<file path="src/hdl/rbsa_pkg.sv">
`timescale 1ns / 1ps
// rbsa_pkg: widths, codes, state types and control structs of the buffer slot allocator.
// Used by every module of the block but rbsa_ram; depends on nothing.
package rbsa_pkg;

  // Fixed field widths
  localparam int ADDR_W     = 48;
  localparam int BPC_W      = 7;
  localparam int CIU_W      = 5;
  localparam int CID_IN_W   = 4;
  localparam int SLOT_OUT_W = 6;
  localparam int CNT_OUT_W  = 7;
  localparam int STATUS_W   = 2;
  localparam int CFG_IDX_W  = 2;
  localparam int CFG_DATA_W = 48;

  // Slot address accumulator: wide enough for base plus full client and slot offsets
  localparam int ACC_W = 50;

  // Parameter defaults
  localparam int MAX_CLIENTS_DEF = 16;
  localparam int MAX_SLOTS_DEF   = 64;
  localparam int BUF_BYTES_DEF   = 4096;

  // Register reset values
  localparam logic [BPC_W-1:0] BPC_RST = 7'd64;
  localparam logic [CIU_W-1:0] CIU_RST = 5'd16;

  typedef enum logic [STATUS_W-1:0] {
    ST_OK         = 2'd0,
    ST_FULL       = 2'd1,
    ST_BAD_SLOT   = 2'd2,
    ST_BAD_CLIENT = 2'd3
  } status_e;

  typedef enum logic [CFG_IDX_W-1:0] {
    CFG_REGION_BASE     = 2'd0,
    CFG_BUFS_PER_CLIENT = 2'd1,
    CFG_CLIENTS_IN_USE  = 2'd2
  } cfg_reg_e;

  typedef enum logic {
    MODE_ALLOC = 1'b0,
    MODE_FREE  = 1'b1
  } mode_e;

  typedef enum logic [2:0] {
    S_IDLE,
    S_FETCH,
    S_BASE,
    S_CHECK,
    S_SCAN,
    S_DONE
  } seq_state_e;

  typedef enum logic [1:0] {
    ADD_ZERO,
    ADD_BASE,
    ADD_BUF
  } add_sel_e;

  // Sequencer to scan unit
  typedef struct packed {
    logic     load_prod;
    logic     load_row;
    logic     add_en;
    add_sel_e add_sel;
    logic     step;
  } scan_ctrl_t;

  // Scan unit to sequencer
  typedef struct packed {
    logic lt;
    logic bit0;
  } scan_stat_t;

  // Sequencer to top level: request finished
  typedef struct packed {
    logic    fire;
    logic    commit;
    status_e status;
  } seq_res_t;

endpackage

</file>
<file path="src/hdl/rbsa_ram.sv">
`timescale 1ns / 1ps
// rbsa_ram: generic single-write, single-read RAM with registered read data.
// No dependencies.
module rbsa_ram #(
  parameter int WIDTH = 8,
  parameter int DEPTH = 16,
  localparam int AW = (DEPTH > 1) ? $clog2(DEPTH) : 1
) (
  input  logic             clk_i,
  input  logic             we_i,
  input  logic [AW-1:0]    waddr_i,
  input  logic [WIDTH-1:0] wdata_i,
  input  logic [AW-1:0]    raddr_i,
  output logic [WIDTH-1:0] rdata_o
);

  logic [WIDTH-1:0] mem_q [DEPTH];
  logic [WIDTH-1:0] rdata_q;

  // Write port and registered read port
  always_ff @(posedge clk_i) begin
    if (we_i) begin
      mem_q[waddr_i] <= wdata_i;
    end
    rdata_q <= mem_q[raddr_i];
  end

  assign rdata_o = rdata_q;

endmodule

</file>
<file path="src/hdl/rbsa_scan_unit.sv">
`timescale 1ns / 1ps
// rbsa_scan_unit: shared address adder and compare, slot shift register and slot counter.
// Depends on rbsa_pkg.
module rbsa_scan_unit #(
  parameter int MAX_SLOTS = rbsa_pkg::MAX_SLOTS_DEF,
  parameter int BUF_BYTES = rbsa_pkg::BUF_BYTES_DEF,
  localparam int SLOT_W = (MAX_SLOTS > 1) ? $clog2(MAX_SLOTS) : 1
) (
  input  logic                          clk_i,
  input  rbsa_pkg::scan_ctrl_t          ctrl_i,
  input  logic [rbsa_pkg::CID_IN_W-1:0] client_i,
  input  logic [rbsa_pkg::ADDR_W-1:0]   region_base_i,
  input  logic [rbsa_pkg::ADDR_W-1:0]   faddr_i,
  input  logic [MAX_SLOTS-1:0]          row_i,
  output rbsa_pkg::scan_stat_t          stat_o,
  output logic [rbsa_pkg::ACC_W-1:0]    acc_o,
  output logic [SLOT_W-1:0]             slot_o,
  output logic [MAX_SLOTS-1:0]          row_wb_o
);
  import rbsa_pkg::*;

  localparam logic [ACC_W-1:0] STRIDE   = ACC_W'(longint'(MAX_SLOTS) * longint'(BUF_BYTES));
  localparam logic [ACC_W-1:0] BUF_STEP = ACC_W'(BUF_BYTES);

  logic [ACC_W-1:0]     acc_q;
  logic [ACC_W-1:0]     addend;
  logic [ACC_W-1:0]     sum;
  logic [MAX_SLOTS-1:0] row_q;
  logic [MAX_SLOTS-1:0] orig_q;
  logic [SLOT_W-1:0]    slot_q;

  // Pick the addend of the shared adder
  always_comb begin
    case (ctrl_i.add_sel)
      ADD_BASE: addend = ACC_W'(region_base_i);
      ADD_BUF:  addend = BUF_STEP;
      default:  addend = '0;
    endcase
  end

  // Shared adder and compare against the request address
  assign sum         = acc_q + addend;
  assign stat_o.lt   = ACC_W'(faddr_i) < sum;
  assign stat_o.bit0 = row_q[0];

  // Advance accumulator, in-use row and slot counter
  always_ff @(posedge clk_i) begin
    if (ctrl_i.load_prod) begin
      acc_q <= ACC_W'(client_i) * STRIDE;
    end else if (ctrl_i.add_en) begin
      acc_q <= sum;
    end
    if (ctrl_i.load_row) begin
      row_q  <= row_i;
      orig_q <= row_i;
      slot_q <= '0;
    end else if (ctrl_i.step) begin
      row_q  <= row_q >> 1;
      slot_q <= slot_q + SLOT_W'(1);
    end
  end

  // Flip the chosen slot's flag for write-back
  assign row_wb_o = orig_q ^ (MAX_SLOTS'(1) << slot_q);
  assign acc_o    = acc_q;
  assign slot_o   = slot_q;

endmodule

</file>
<file path="src/hdl/rbsa_seq.sv">
`timescale 1ns / 1ps
// rbsa_seq: request sequencer; checks the client, drives the scan unit, picks the status.
// Depends on rbsa_pkg.
module rbsa_seq #(
  parameter int MAX_CLIENTS = rbsa_pkg::MAX_CLIENTS_DEF,
  parameter int MAX_SLOTS   = rbsa_pkg::MAX_SLOTS_DEF,
  localparam int SLOT_W = (MAX_SLOTS > 1) ? $clog2(MAX_SLOTS) : 1,
  localparam int NB_W   = $clog2(MAX_SLOTS + 1)
) (
  input  logic                          clk_i,
  input  logic                          rst_ni,
  input  logic                          in_fire_i,
  input  logic                          mode_i,
  input  logic [rbsa_pkg::CID_IN_W-1:0] client_i,
  input  logic [rbsa_pkg::CIU_W-1:0]    ciu_i,
  input  logic [rbsa_pkg::BPC_W-1:0]    bufs_i,
  input  logic [NB_W-1:0]               cnt_i,
  input  logic [SLOT_W-1:0]             slot_i,
  input  rbsa_pkg::scan_stat_t          stat_i,
  input  logic                          out_free_i,
  output logic                          busy_o,
  output rbsa_pkg::scan_ctrl_t          ctrl_o,
  output rbsa_pkg::seq_res_t            res_o
);
  import rbsa_pkg::*;

  localparam int CMP_W = (NB_W > BPC_W) ? NB_W : BPC_W;

  seq_state_e        state_q, state_d;
  status_e           st_q, st_d;
  logic              client_ok;
  logic [CMP_W-1:0]  bufs_ext;
  logic [NB_W-1:0]   nb;
  logic              pool_full;
  logic              alloc_last;
  logic              free_last;

  // Client and pool limits
  assign client_ok  = ({1'b0, client_i} < ciu_i) && (32'(client_i) < 32'(MAX_CLIENTS));
  assign bufs_ext   = CMP_W'(bufs_i);
  assign nb         = (bufs_ext > CMP_W'(MAX_SLOTS)) ? NB_W'(MAX_SLOTS) : NB_W'(bufs_ext);
  assign pool_full  = cnt_i >= nb;
  assign alloc_last = (NB_W'(slot_i) + NB_W'(1)) == nb;
  assign free_last  = slot_i == SLOT_W'(MAX_SLOTS - 1);

  // State and status registers
  always_ff @(posedge clk_i or negedge rst_ni) begin
    if (!rst_ni) begin
      state_q <= S_IDLE;
      st_q    <= ST_OK;
    end else begin
      state_q <= state_d;
      st_q    <= st_d;
    end
  end

  // Next state and scan control
  always_comb begin
    state_d        = state_q;
    st_d           = st_q;
    ctrl_o         = '0;
    ctrl_o.add_sel = ADD_ZERO;
    res_o          = '0;
    res_o.status   = st_q;
    case (state_q)
      S_IDLE: begin
        if (in_fire_i) begin
          state_d = S_FETCH;
        end
      end
      S_FETCH: begin
        if (!client_ok) begin
          st_d    = ST_BAD_CLIENT;
          state_d = S_DONE;
        end else begin
          ctrl_o.load_prod = 1'b1;
          state_d          = S_BASE;
        end
      end
      S_BASE: begin
        ctrl_o.load_row = 1'b1;
        ctrl_o.add_en   = 1'b1;
        ctrl_o.add_sel  = ADD_BASE;
        if (mode_i == MODE_FREE) begin
          state_d = S_CHECK;
        end else if (pool_full) begin
          st_d    = ST_FULL;
          state_d = S_DONE;
        end else begin
          state_d = S_SCAN;
        end
      end
      S_CHECK: begin
        // drop addresses below the client's region
        ctrl_o.add_sel = ADD_ZERO;
        if (stat_i.lt) begin
          st_d    = ST_BAD_SLOT;
          state_d = S_DONE;
        end else begin
          state_d = S_SCAN;
        end
      end
      S_SCAN: begin
        ctrl_o.add_sel = ADD_BUF;
        if (mode_i == MODE_ALLOC) begin
          if (!stat_i.bit0) begin
            st_d    = ST_OK;
            state_d = S_DONE;
          end else if (alloc_last) begin
            st_d    = ST_FULL;
            state_d = S_DONE;
          end else begin
            ctrl_o.add_en = 1'b1;
            ctrl_o.step   = 1'b1;
          end
        end else begin
          // address falls before the next slot's start: this slot holds it
          if (stat_i.lt) begin
            st_d    = (stat_i.bit0 && (cnt_i != '0)) ? ST_OK : ST_BAD_SLOT;
            state_d = S_DONE;
          end else if (free_last) begin
            st_d    = ST_BAD_SLOT;
            state_d = S_DONE;
          end else begin
            ctrl_o.add_en = 1'b1;
            ctrl_o.step   = 1'b1;
          end
        end
      end
      S_DONE: begin
        if (out_free_i) begin
          res_o.fire   = 1'b1;
          res_o.commit = (st_q == ST_OK);
          state_d      = S_IDLE;
        end
      end
      default: begin
        state_d = S_IDLE;
      end
    endcase
  end

  assign busy_o = (state_q != S_IDLE);

endmodule

</file>
<file path="src/hdl/rdma_buffer_slot_allocator.sv">
`timescale 1ns / 1ps
// rdma_buffer_slot_allocator: top level; config registers, per-client counts, slot RAM,
// output register. Depends on rbsa_pkg, rbsa_ram, rbsa_scan_unit and rbsa_seq.

// Per-client first-fit buffer slot allocator. Each request allocates the lowest free
// slot of a client or frees the slot holding an address, and yields one result. The
// block takes one request at a time and stalls its input meanwhile. An allocate on a
// full pool ends before the slot scan, a free of an address below the client's region
// ends at the region check, and a bad client ends at the client check. In the slot scan,
// one shared adder and compare steps through the client's in-use row one slot a cycle.
// In-use flags live in a RAM of one row per client; per-row valid flops clear at reset,
// so there is no clearing pass. A finished result waits in an output register.
module rdma_buffer_slot_allocator #(
  parameter int MAX_CLIENTS = rbsa_pkg::MAX_CLIENTS_DEF,
  parameter int MAX_SLOTS   = rbsa_pkg::MAX_SLOTS_DEF,
  parameter int BUF_BYTES   = rbsa_pkg::BUF_BYTES_DEF
) (
  input  logic                            clk_i,
  input  logic                            rst_ni,
  input  logic                            cfg_we_i,
  input  logic [rbsa_pkg::CFG_IDX_W-1:0]  cfg_idx_i,
  input  logic [rbsa_pkg::CFG_DATA_W-1:0] cfg_data_i,
  input  logic                            in_valid_i,
  output logic                            in_stall_o,
  input  logic                            mode_i,
  input  logic [rbsa_pkg::CID_IN_W-1:0]   client_id_i,
  input  logic [rbsa_pkg::ADDR_W-1:0]     free_address_i,
  output logic                            out_valid_o,
  input  logic                            out_stall_i,
  output logic [rbsa_pkg::STATUS_W-1:0]   status_o,
  output logic [rbsa_pkg::ADDR_W-1:0]     buffer_address_o,
  output logic [rbsa_pkg::SLOT_OUT_W-1:0] slot_index_o,
  output logic [rbsa_pkg::CNT_OUT_W-1:0]  used_count_o
);
  import rbsa_pkg::*;

  localparam int CID_W  = (MAX_CLIENTS > 1) ? $clog2(MAX_CLIENTS) : 1;
  localparam int SLOT_W = (MAX_SLOTS > 1) ? $clog2(MAX_SLOTS) : 1;
  localparam int CNT_W  = $clog2(MAX_SLOTS + 1);

  logic [ADDR_W-1:0]     region_base_q;
  logic [BPC_W-1:0]      bufs_q;
  logic [CIU_W-1:0]      ciu_q;
  logic                  mode_q;
  logic [CID_IN_W-1:0]   client_q;
  logic [ADDR_W-1:0]     faddr_q;
  logic [CID_W-1:0]      cli_idx;
  logic [CNT_W-1:0]      cnt_q [MAX_CLIENTS];
  logic [CNT_W-1:0]      cnt_cur;
  logic [CNT_W-1:0]      cnt_new;
  logic [MAX_CLIENTS-1:0] row_valid_q;
  logic [MAX_SLOTS-1:0]  ram_rdata;
  logic [MAX_SLOTS-1:0]  row_in;
  logic [MAX_SLOTS-1:0]  row_wb;
  logic [ACC_W-1:0]      acc;
  logic [SLOT_W-1:0]     slot;
  logic                  in_fire;
  logic                  busy;
  logic                  out_free;
  scan_ctrl_t            ctrl;
  scan_stat_t            stat;
  seq_res_t              res;
  logic                  out_valid_q;
  status_e               status_q;
  logic [ADDR_W-1:0]     addr_q;
  logic [SLOT_OUT_W-1:0] slot_q;
  logic [CNT_OUT_W-1:0]  used_q;

  // Configuration registers
  always_ff @(posedge clk_i or negedge rst_ni) begin
    if (!rst_ni) begin
      region_base_q <= '0;
      bufs_q        <= BPC_RST;
      ciu_q         <= CIU_RST;
    end else if (cfg_we_i) begin
      case (cfg_idx_i)
        CFG_REGION_BASE:     region_base_q <= cfg_data_i[ADDR_W-1:0];
        CFG_BUFS_PER_CLIENT: bufs_q        <= cfg_data_i[BPC_W-1:0];
        CFG_CLIENTS_IN_USE:  ciu_q         <= cfg_data_i[CIU_W-1:0];
        default: ;
      endcase
    end
  end

  // Hold the accepted request
  assign in_fire    = in_valid_i && !busy;
  assign in_stall_o = busy;

  always_ff @(posedge clk_i) begin
    if (in_fire) begin
      mode_q   <= mode_i;
      client_q <= client_id_i;
      faddr_q  <= free_address_i;
    end
  end

  assign cli_idx = CID_W'(client_q);
  assign cnt_cur = cnt_q[cli_idx];
  assign cnt_new = (mode_q == MODE_ALLOC) ? (cnt_cur + CNT_W'(1)) : (cnt_cur - CNT_W'(1));

  // Per-client counts and row valid flags
  always_ff @(posedge clk_i or negedge rst_ni) begin
    if (!rst_ni) begin
      cnt_q       <= '{default: '0};
      row_valid_q <= '0;
    end else if (res.commit) begin
      cnt_q[cli_idx]       <= cnt_new;
      row_valid_q[cli_idx] <= 1'b1;
    end
  end

  // In-use flags, one row per client
  rbsa_ram #(
    .WIDTH (MAX_SLOTS),
    .DEPTH (MAX_CLIENTS)
  ) u_slot_ram (
    .clk_i   (clk_i),
    .we_i    (res.commit),
    .waddr_i (cli_idx),
    .wdata_i (row_wb),
    .raddr_i (cli_idx),
    .rdata_o (ram_rdata)
  );

  // A row never written reads as all free
  assign row_in = row_valid_q[cli_idx] ? ram_rdata : '0;

  rbsa_scan_unit #(
    .MAX_SLOTS (MAX_SLOTS),
    .BUF_BYTES (BUF_BYTES)
  ) u_scan (
    .clk_i         (clk_i),
    .ctrl_i        (ctrl),
    .client_i      (client_q),
    .region_base_i (region_base_q),
    .faddr_i       (faddr_q),
    .row_i         (row_in),
    .stat_o        (stat),
    .acc_o         (acc),
    .slot_o        (slot),
    .row_wb_o      (row_wb)
  );

  rbsa_seq #(
    .MAX_CLIENTS (MAX_CLIENTS),
    .MAX_SLOTS   (MAX_SLOTS)
  ) u_seq (
    .clk_i      (clk_i),
    .rst_ni     (rst_ni),
    .in_fire_i  (in_fire),
    .mode_i     (mode_q),
    .client_i   (client_q),
    .ciu_i      (ciu_q),
    .bufs_i     (bufs_q),
    .cnt_i      (cnt_cur),
    .slot_i     (slot),
    .stat_i     (stat),
    .out_free_i (out_free),
    .busy_o     (busy),
    .ctrl_o     (ctrl),
    .res_o      (res)
  );

  // Output register
  assign out_free = !out_valid_q || !out_stall_i;

  always_ff @(posedge clk_i or negedge rst_ni) begin
    if (!rst_ni) begin
      out_valid_q <= 1'b0;
    end else if (res.fire) begin
      out_valid_q <= 1'b1;
    end else if (!out_stall_i) begin
      out_valid_q <= 1'b0;
    end
  end

  always_ff @(posedge clk_i) begin
    if (res.fire) begin
      status_q <= res.status;
      addr_q   <= (res.status == ST_OK) ? acc[ADDR_W-1:0] : '0;
      slot_q   <= (res.status == ST_OK) ? SLOT_OUT_W'(slot) : '0;
      if (res.status == ST_BAD_CLIENT) begin
        used_q <= '0;
      end else begin
        used_q <= CNT_OUT_W'(res.commit ? cnt_new : cnt_cur);
      end
    end
  end

  assign out_valid_o      = out_valid_q;
  assign status_o         = status_q;
  assign buffer_address_o = addr_q;
  assign slot_index_o     = slot_q;
  assign used_count_o     = used_q;

endmodule

</file>
<file path="config.mk">
export PLATFORM = sky130hd
export DESIGN_NAME = rdma_buffer_slot_allocator
export DESIGN_NICKNAME = d
export VERILOG_FILES = /design/src/hdl/rbsa_pkg.sv /design/src/hdl/rbsa_ram.sv /design/src/hdl/rbsa_scan_unit.sv /design/src/hdl/rbsa_seq.sv /design/src/hdl/rdma_buffer_slot_allocator.sv
export SDC_FILE = /design/constraint.sdc
export NUM_CORES = 2
export LEC_CHECK = 0
export ABC_AREA = 1
export BUFFER_PORTS_ARGS = -buffer_cell sky130_fd_sc_hd__buf_2
export CORE_MARGIN = 5
export CORE_UTILIZATION = 41
export CTS_CLUSTER_SIZE = 28
export DETAILED_ROUTE_END_ITERATION = 10
export HOLD_SLACK_MARGIN = 0.06
export PLACE_DENSITY_LB_ADDON = 0.12
export SYNTH_ARGS = -nofsm -noshare
export SYNTH_HDL_FRONTEND = slang
export SYNTH_SLANG_ARGS = --single-unit
</file>
<file path="constraint.sdc">
create_clock -name clk_i -period 14.3 [get_ports clk_i]
set_input_delay 0.715 -clock clk_i [delete_from_list [all_inputs] [get_ports clk_i]]
set_output_delay 0.715 -clock clk_i [all_outputs]
set_load 0.01 [all_outputs]
</file>
# --- Word-level counts from Yosys, hierarchy flattened ---
# Memory sizes are Yosys's and may differ from the RTL's. A register that Yosys moved wholly into a read port is not among the register bits.
# Cells that the tools add are included.
totals:
  regBits: 494
  latchBits: 0
  ram_bits: 1024
  rom_bits: 0
  inputBits: 108
  output_inout_bits: 65
  elab_cells: 154
  n_memories: 1
memory_table:
  columns: ["name", "words", "word_bits", "read_ports", "rd_ports_with_merged_regs", "wr", "line", "rtl"]
  rows:
  - ["u_slot_ram.mem_q", 16, 64, 1, 1, 1, "rbsa_ram.sv:17", "logic [WIDTH-1:0] mem_q [DEPTH];"]
op_classes:
  addsub: 5
  n_mul: 0
  div: 0
  magnitude_cmp: 8
  eq_ne: 21
  n_shift: 1
  n_mux: 59
  bitwise_logic: 3
  n_reduce_logical: 21
op_table:
  columns: ["cell", "n"]
  rows:
  - ["two-way mux 64 bit", 3]
  - ["bitwise mux 112 bit", 1]
  - ["one-hot mux 48 bit (2 select lines)", 1]
  - ["<< shifter 1 x 6 -> 64 bit (first input constant)", 1]
  - ["XOR 64 bit", 1]
  - ["adder 50 x 48 -> 50 bit", 1]
  - ["less-than comparator 48 x 50 -> 1 bit", 1]
  - ["two-way mux 22 bit", 2]
  - ["two-way mux 7 bit", 6]
  - ["binary-select mux 7 bit (select 4 bit)", 1]
  - ["demux 7 bit (select 4 bit)", 1]
  - ["two-way mux 3 bit", 9]
  - ["two-way mux 2 bit", 12]
  - ["one-hot mux 3 bit (6 select lines)", 1]
  - ["two-way mux 1 bit", 17]
  - ["OR 16 bit", 1]
  - ["!= test 2 bit (second input constant)", 5]
  - ["!= test 4 x 3 -> 1 bit (second input constant)", 2]
  - ["one-hot mux 2 bit (4 select lines)", 1]
  - ["adder 6 x 1 -> 7 bit (second input constant)", 1]
  - ["adder 7 x 1 -> 7 bit (second input constant)", 1]
  - ["equality test 7 bit", 1]
  - ["greater-or-equal comparator 7 bit", 1]
  - ["> comparator 7 bit (second input constant)", 1]
  - ["other kinds (31)", 46]

# --- Logic depth before layout (Yosys ltp) ---
logic_depth:
  depth_word: 11
  mapped_depth: 40
  ltp_nobuf: 38

# --- By module ---
# From an unflattened synthesis, not the netlist that was laid out.
unflattened:
  hier_cells: 7322
  area_unflattened_um2: 71716.3
by_module_without_submodules:
  columns: ["module", "n_inst", "cells_each", "area_per_inst_um2", "seq_area_each_um2"]
  rows:
  - ["rbsa_ram", 1, 4210, 45285.9, 32030.7]
  - ["rdma_buffer_slot_allocator", 1, 1302, 12884.9, 8215.4]
  - ["rbsa_scan_unit", 1, 1634, 12532.0, 5004.8]
  - ["rbsa_seq", 1, 176, 1013.5, 125.1]

# --- Least setup slack after synthesis ---
# Ideal clock, no wire load.
synth_timing:
  path_kind: "in2reg"
  start: "in out_stall_i"
  end: "reg cnt_q[17] (netlist bit)"
  setup_ns: 0.138
  arrival_time_ns: 8.242
  required_ns: 14.162
  path_slack_ns: 5.920
  cell_stages: 9
  n_path_buf: 1
  path_cell_list: "a21oi_1 nand2_1 nor2_1 inv_1 nor2_1 inv_1 clkbuf_1 nand2_1 o21ai_0"
synth_via:
  elab_chain_cells: 4
synth_rtl:
  columns: ["element", "line", "rtl"]
  rows:
  - ["start: declaration", "rdma_buffer_slot_allocator.sv:29", "input logic out_stall_i,"]
  - ["logical NOT 1 bit", null, null]
  - ["logical OR 1 bit", "rdma_buffer_slot_allocator.sv:165", "assign out_free = !out_valid_q || !out_stall_i;"]
  - ["two-way mux 2 bit", "rbsa_seq.sv:131", "if (out_free_i) begin"]
  - ["two-way mux 2 bit", "rbsa_seq.sv:65", "case (state_q)"]
  - ["end signal: indexed assignment", "rdma_buffer_slot_allocator.sv:107", "cnt_q[cli_idx] <= cnt_new;"]
  - ["end: declaration", "rdma_buffer_slot_allocator.sv:48", "logic [CNT_W-1:0] cnt_q [MAX_CLIENTS];"]
# No other way between the ends.
# A chain may end at the register's enable or synchronous reset.

# --- Worst setup path in the final report ---
layout_timing:
  start: "reg u_seq.state_q[2]"
  end: "reg u_scan.row_q[2], enable pin"
layout_via:
  elab_chain_cells: 10
  word_cells_on_any_way: 13
  cone_classes: "add/sub: 1; order compare: 1; eq/ne: 4; mux: 6; reduce/logical: 1"
layout_rtl:
  columns: ["element", "line", "rtl"]
  rows:
  - ["start: declaration", "rbsa_seq.sv:29", "seq_state_e state_q, state_d;"]
  - ["start signal: assignment", "rbsa_seq.sv:52", "state_q <= state_d;"]
  - ["equality test 3 bit / equality test 3 x 2 -> 1 bit (equally long branches)", "rbsa_seq.sv:65", null]
  - ["one-hot mux 2 bit (2 select lines)", "rbsa_seq.sv:65", null]
  - ["equality test 2 bit / equality test 2 x 1 -> 1 bit (equally long branches)", "rbsa_scan_unit.sv:34", "case (ctrl_i.add_sel)"]
  - ["one-hot mux 48 bit (2 select lines)", "rbsa_scan_unit.sv:34", null]
  - ["adder 50 x 48 -> 50 bit", "rbsa_scan_unit.sv:42", "assign sum = acc_q + addend;"]
  - ["less-than comparator 48 x 50 -> 1 bit", "rbsa_scan_unit.sv:43", "assign stat_o.lt = ACC_W'(faddr_i) < sum;"]
  - ["two-way mux 1 bit", "rbsa_seq.sv:118", "if (stat_i.lt) begin"]
  - ["two-way mux 1 bit", "rbsa_seq.sv:105", "if (mode_i == MODE_ALLOC) begin"]
  - ["two-way mux 1 bit", "rbsa_seq.sv:65", null]
  - ["nonzero test 2 bit (no line) *", null, null]
  - ["end signal: assignment", "rbsa_scan_unit.sv:54", "row_q <= row_i;"]
  - ["end signal: assignment", "rbsa_scan_unit.sv:58", "row_q <= row_q >> 1;"]
  - ["end: declaration", "rbsa_scan_unit.sv:28", "logic [MAX_SLOTS-1:0] row_q;"]
# Every way passes the cells marked *; elsewhere a longest branch is shown, timed or not.

==> qor.json <==
{
  "outcome": "finished clean",
  "cts_post_setup_buffers_inserted": 0,
  "cts_tree": "done",
  "layout.cells.most_common": "edfxtp_1",
  "hpwlAfterDp_um": 103000,
  "final.period_utilization_pct": 54.07,
  "p_int_mw": 8.983,
  "min_period_ns": 7.732,
  "drv_slew": 0,
  "clock_insertion_delay_worst_skew_ns": 0.80,
  "postSynthRegisterBits": 1582,
  "maxSlewHeadroom_pct": 11.03,
  "fp.dieW_um": 404.2,
  "place.gp.congestion": 0.8882,
  "critPathSlowestCell": "buf_4",
  "power_switching_share_pct": 31.17,
  "largest_buffer_count_on_any_clock_path": 3,
  "placeableCoreArea_mm2": 0.1542,
  "grt_pass1_wl_um": 266700,
  "wirelength_met1_um": 80760,
  "areaGrowthSynthToFinish_pct": 14.02,
  "capturing_element_type_of_the_critical_path": "flip-flop",
  "grt_antenna_before_repair": 1,
  "synth_edf_count": 1272,
  "drc": 0,
  "power.combinational.fraction_pct": 21.6,
  "power.switching_mw": 4.068,
  "detailroute.wirelength.met2_um": 85810,
  "crit_top_cell": "nand2_1",
  "clkSlewWorstSetupHoldPaths_ns": 0.06,
  "clk_root_buffer_cell": "clkbuf_16",
  "achievable-frequency_ghz": 0.1293,
  "layout_setup_ws_ns": 6.568,
  "syn_inst": 4984,
  "critPathMaxFanout": 133,
  "setup_repair_after_global_routing_missed_its_margin": "no",
  "instances_no_fill": 7384,
  "port_buf_inserts": 172,
  "detailroute.via_count": 40230,
  "hold-worst-slack_ns": 0.1152,
  "route.final.wire_length_um": 180200,
  "worstPathArrival_ns": 8.15,
  "seq_power_share_pct": 46.1,
  "design.die.area_mm2": 0.1634,
  "pwr-share-clk_pct": 32.3,
  "max_slew.worst_pin.slew_ns": 1.330,
  "syn-num-nets": 5210,
  "via_to_cell_ratio": 5.449,
  "flip_flop_cell_with_the_highest_count_after_synthesis": "edfxtp_1",
  "fin_total_pwr_mw": 13.05,
  "cts-htree-levels": 4,
  "drt-initial-drc-count": 3690,
  "vias_in_the_first_global_route": 39900,
  "gr-total-overflow": 0,
  "gr-usage-all-layers_pct": 21.69,
  "worst_clock_skew_ns": 0.02821,
  "cellPowerDensity_mw_per_mm2": 179.7,
  "dp_slack_ns": 6.345,
  "hold_path.class": "input pin to flip-flop",
  "place.detailed.instances": 7038,
  "post-route-util_pct": 47.10,
  "cp_data_required_time_ns": 14.72,
  "synth-seq-area-share_pct": 71.23,
  "top_level_ports": 173,
  "p_leak_nw": 26.66,
  "postSynthAreaPerCell_um2": 12.78,
  "crit_type": "flip-flop to flip-flop",
  "fp-row-count": 144,
  "asyncSetResetFlopFracSynth_pct": 12.26,
  "detailroute.wirelength.met3_um": 10050,
  "ant_nets": 0,
  "cts_inserted_buffers": 167,
  "final_layout_size_suffix_gt1_share_pct": 10.67,
  "finalNetCount": 5426,
  "post_dp_cell_area_mm2": 0.06696,
  "antenna-diode-count": 0,
  "worst_path_largest_cell_delay_ns": 0.81,
  "initial_utilization_pct": 41.31,
  "final_area_mm2": 0.07264,
  "timing.critical_path.from_type": "flip-flop",
  "final-setup-viol-count": 0,
  "max_cap_violations": 0,
  "unique_cell_type_count_in_the_yosys_netlist": 57,
  "drt-pass1-iter-count": 5,
  "setup_total_negative_slack_ns": 0,
  "dieHeight_um": 404.2,
  "vdd_ir_drop_max_mv": 0.1418,
  "routed_wl_per_cell_um": 24.41,
  "highest-signal-layer": "met4",
  "yosys_warnings": 0,
  "clock_sink_count": 1582,
  "finalHoldViolCount": 0,
  "syn-cell-area_mm2": 0.06371,
  "grt_start_max_net_pins": 154,
  "cts_resized": 0,
  "most_frequent_cells_in_the_layout": "edfxtp_1, nand2_1, a22oi_1"
}
==> logic make-up (layout without fill, tap and decap cells) <==
| logic type | after synthesis | count (layout) | share of synthesized area (%) |
|---|---|---|---|
| buffers and inverters | 652 | 1008 | 3.989 |
| flip-flops | 1582 | 1582 | 71.23 |
| XOR/XNOR | 120 | 120 | 1.650 |
| AO/OA/AOI/OAI | 1248 | 1248 | 12.35 |
| adder cells (fa/ha/maj) | 118 | 118 | 2.341 |
| multiplexers | 13 | 13 | 0.2062 |
| AND/OR/NAND/NOR | 1251 | 1251 | 8.237 |
==> power by group through the flow <==
stage | Combinational [mW] | Sequential [mW] | Clock [mW]
final | 2.82 | 6.01 | 4.22
after global routing | 3.15 | 6.05 | 4.51
after CTS | 2.85 | 6.01 | 4.30
after detailed placement | 2.83 | 6.10 | 0
after global placement | 2.81 | 6.10 | 0
after floorplan | 1.82 | 6.03 | 0
==> Yosys cell counts (all sizes together), types with 7 or more instances <==
cell type  instances  share of area (%)
edfxtp          1272                 60
nand2            699                4.2
a22oi            560                6.6
inv              413                2.4
a21oi            385                3.0
nor2             365                2.2
o21ai            235                2.0
dfrtp            192                7.5
clkbuf           174                1.0
dfxtp            116                3.6
ha               116                2.3
nand3             70               0.59
buf               64               0.52
or4               64               0.75
xnor2             64               0.88
xor2              56               0.77
nand4             21               0.23
nor3              21               0.17
o22ai             17               0.17
a31oi             13               0.13
o21bai            13               0.15
mux2i             12               0.19
a21o               7              0.082
==> final cells by class <==
cell class                      count  area (um2)
Tap cell                         2044        2557
Multi-Input combinational cell   2750       15970
Inverter                          414        1580
Clock buffer                      262        4883
Fill cell                       13840       81590
Timing Repair Buffer              285        1848
Sequential cell                  1582       45380
Clock inverter                     47       427.9
==> path summary, 6_finish.rpt <==
kind                                              start                             to  slack (ns)  cells after the start
min                                   free_address_i[8]           faddr_q[8]$_DFFE_PP_        0.12                      1
max reg2reg                u_seq.state_q[2]$_DFFE_PN0P_      u_scan.row_q[2]$_DFFE_PN_        6.57                     33
max in group asynchronous                        rst_ni  region_base_q[32]$_DFFE_PN0P_       11.60                      4
min reg2reg                 row_valid_q[10]$_DFFE_PN0P_    row_valid_q[10]$_DFFE_PN0P_        0.45                      2
min in group asynchronous                        rst_ni          cnt_q[80]$_DFFE_PN0P_        0.49                      2
max                        u_seq.state_q[2]$_DFFE_PN0P_      u_scan.row_q[2]$_DFFE_PN_        6.57                     33
==> metal layers <==
| metal | GRT usage [%] | up-vias |
|---|---|---|
| met5 | 0 | - |
| met4 | 5.163 | 0 |
| met3 | 3.669 | 209 |
| met2 | 35.36 | 1164 |
| met1 | 30.59 | 20350 |
| li1 | - | 18510 |
==> state kept, by name, summed over array words and instances, names as in the netlist, 4 cells and up <==
register and cells:
u_scan.orig_q 64, u_scan.acc_o 50, ciu_q 5, cli_idx 4
u_scan.row_q 64, faddr_q 48, bufs_q 7, row_valid_q 16
u_slot_ram.mem_q 1024, cnt_q 112, buffer_address_o 48, u_scan.slot_o 6
u_slot_ram.rdata_o 64, region_base_q 48, used_count_o 7, slot_index_o 6
==> critical path, delay by kind of cell, from the launching register on <==
family | cells | cell delay [ns]
and+or+nand+nor | 21 | 3.09
buffers and inverters | 5 | 1.94
DFF | 1 | 0.42
adders and majority gates | 3 | 0.98
AOI/OAI and AO/OA | 3 | 0.72
xor gates and xnor gates | 1 | 0.13
==> what timing repair did <==
action	CTS	global route
hold buffers	37	0
endpoints found under the setup margin	0	0
hold endpoints to repair	112	0
Power figures use the tool's default switching activity.
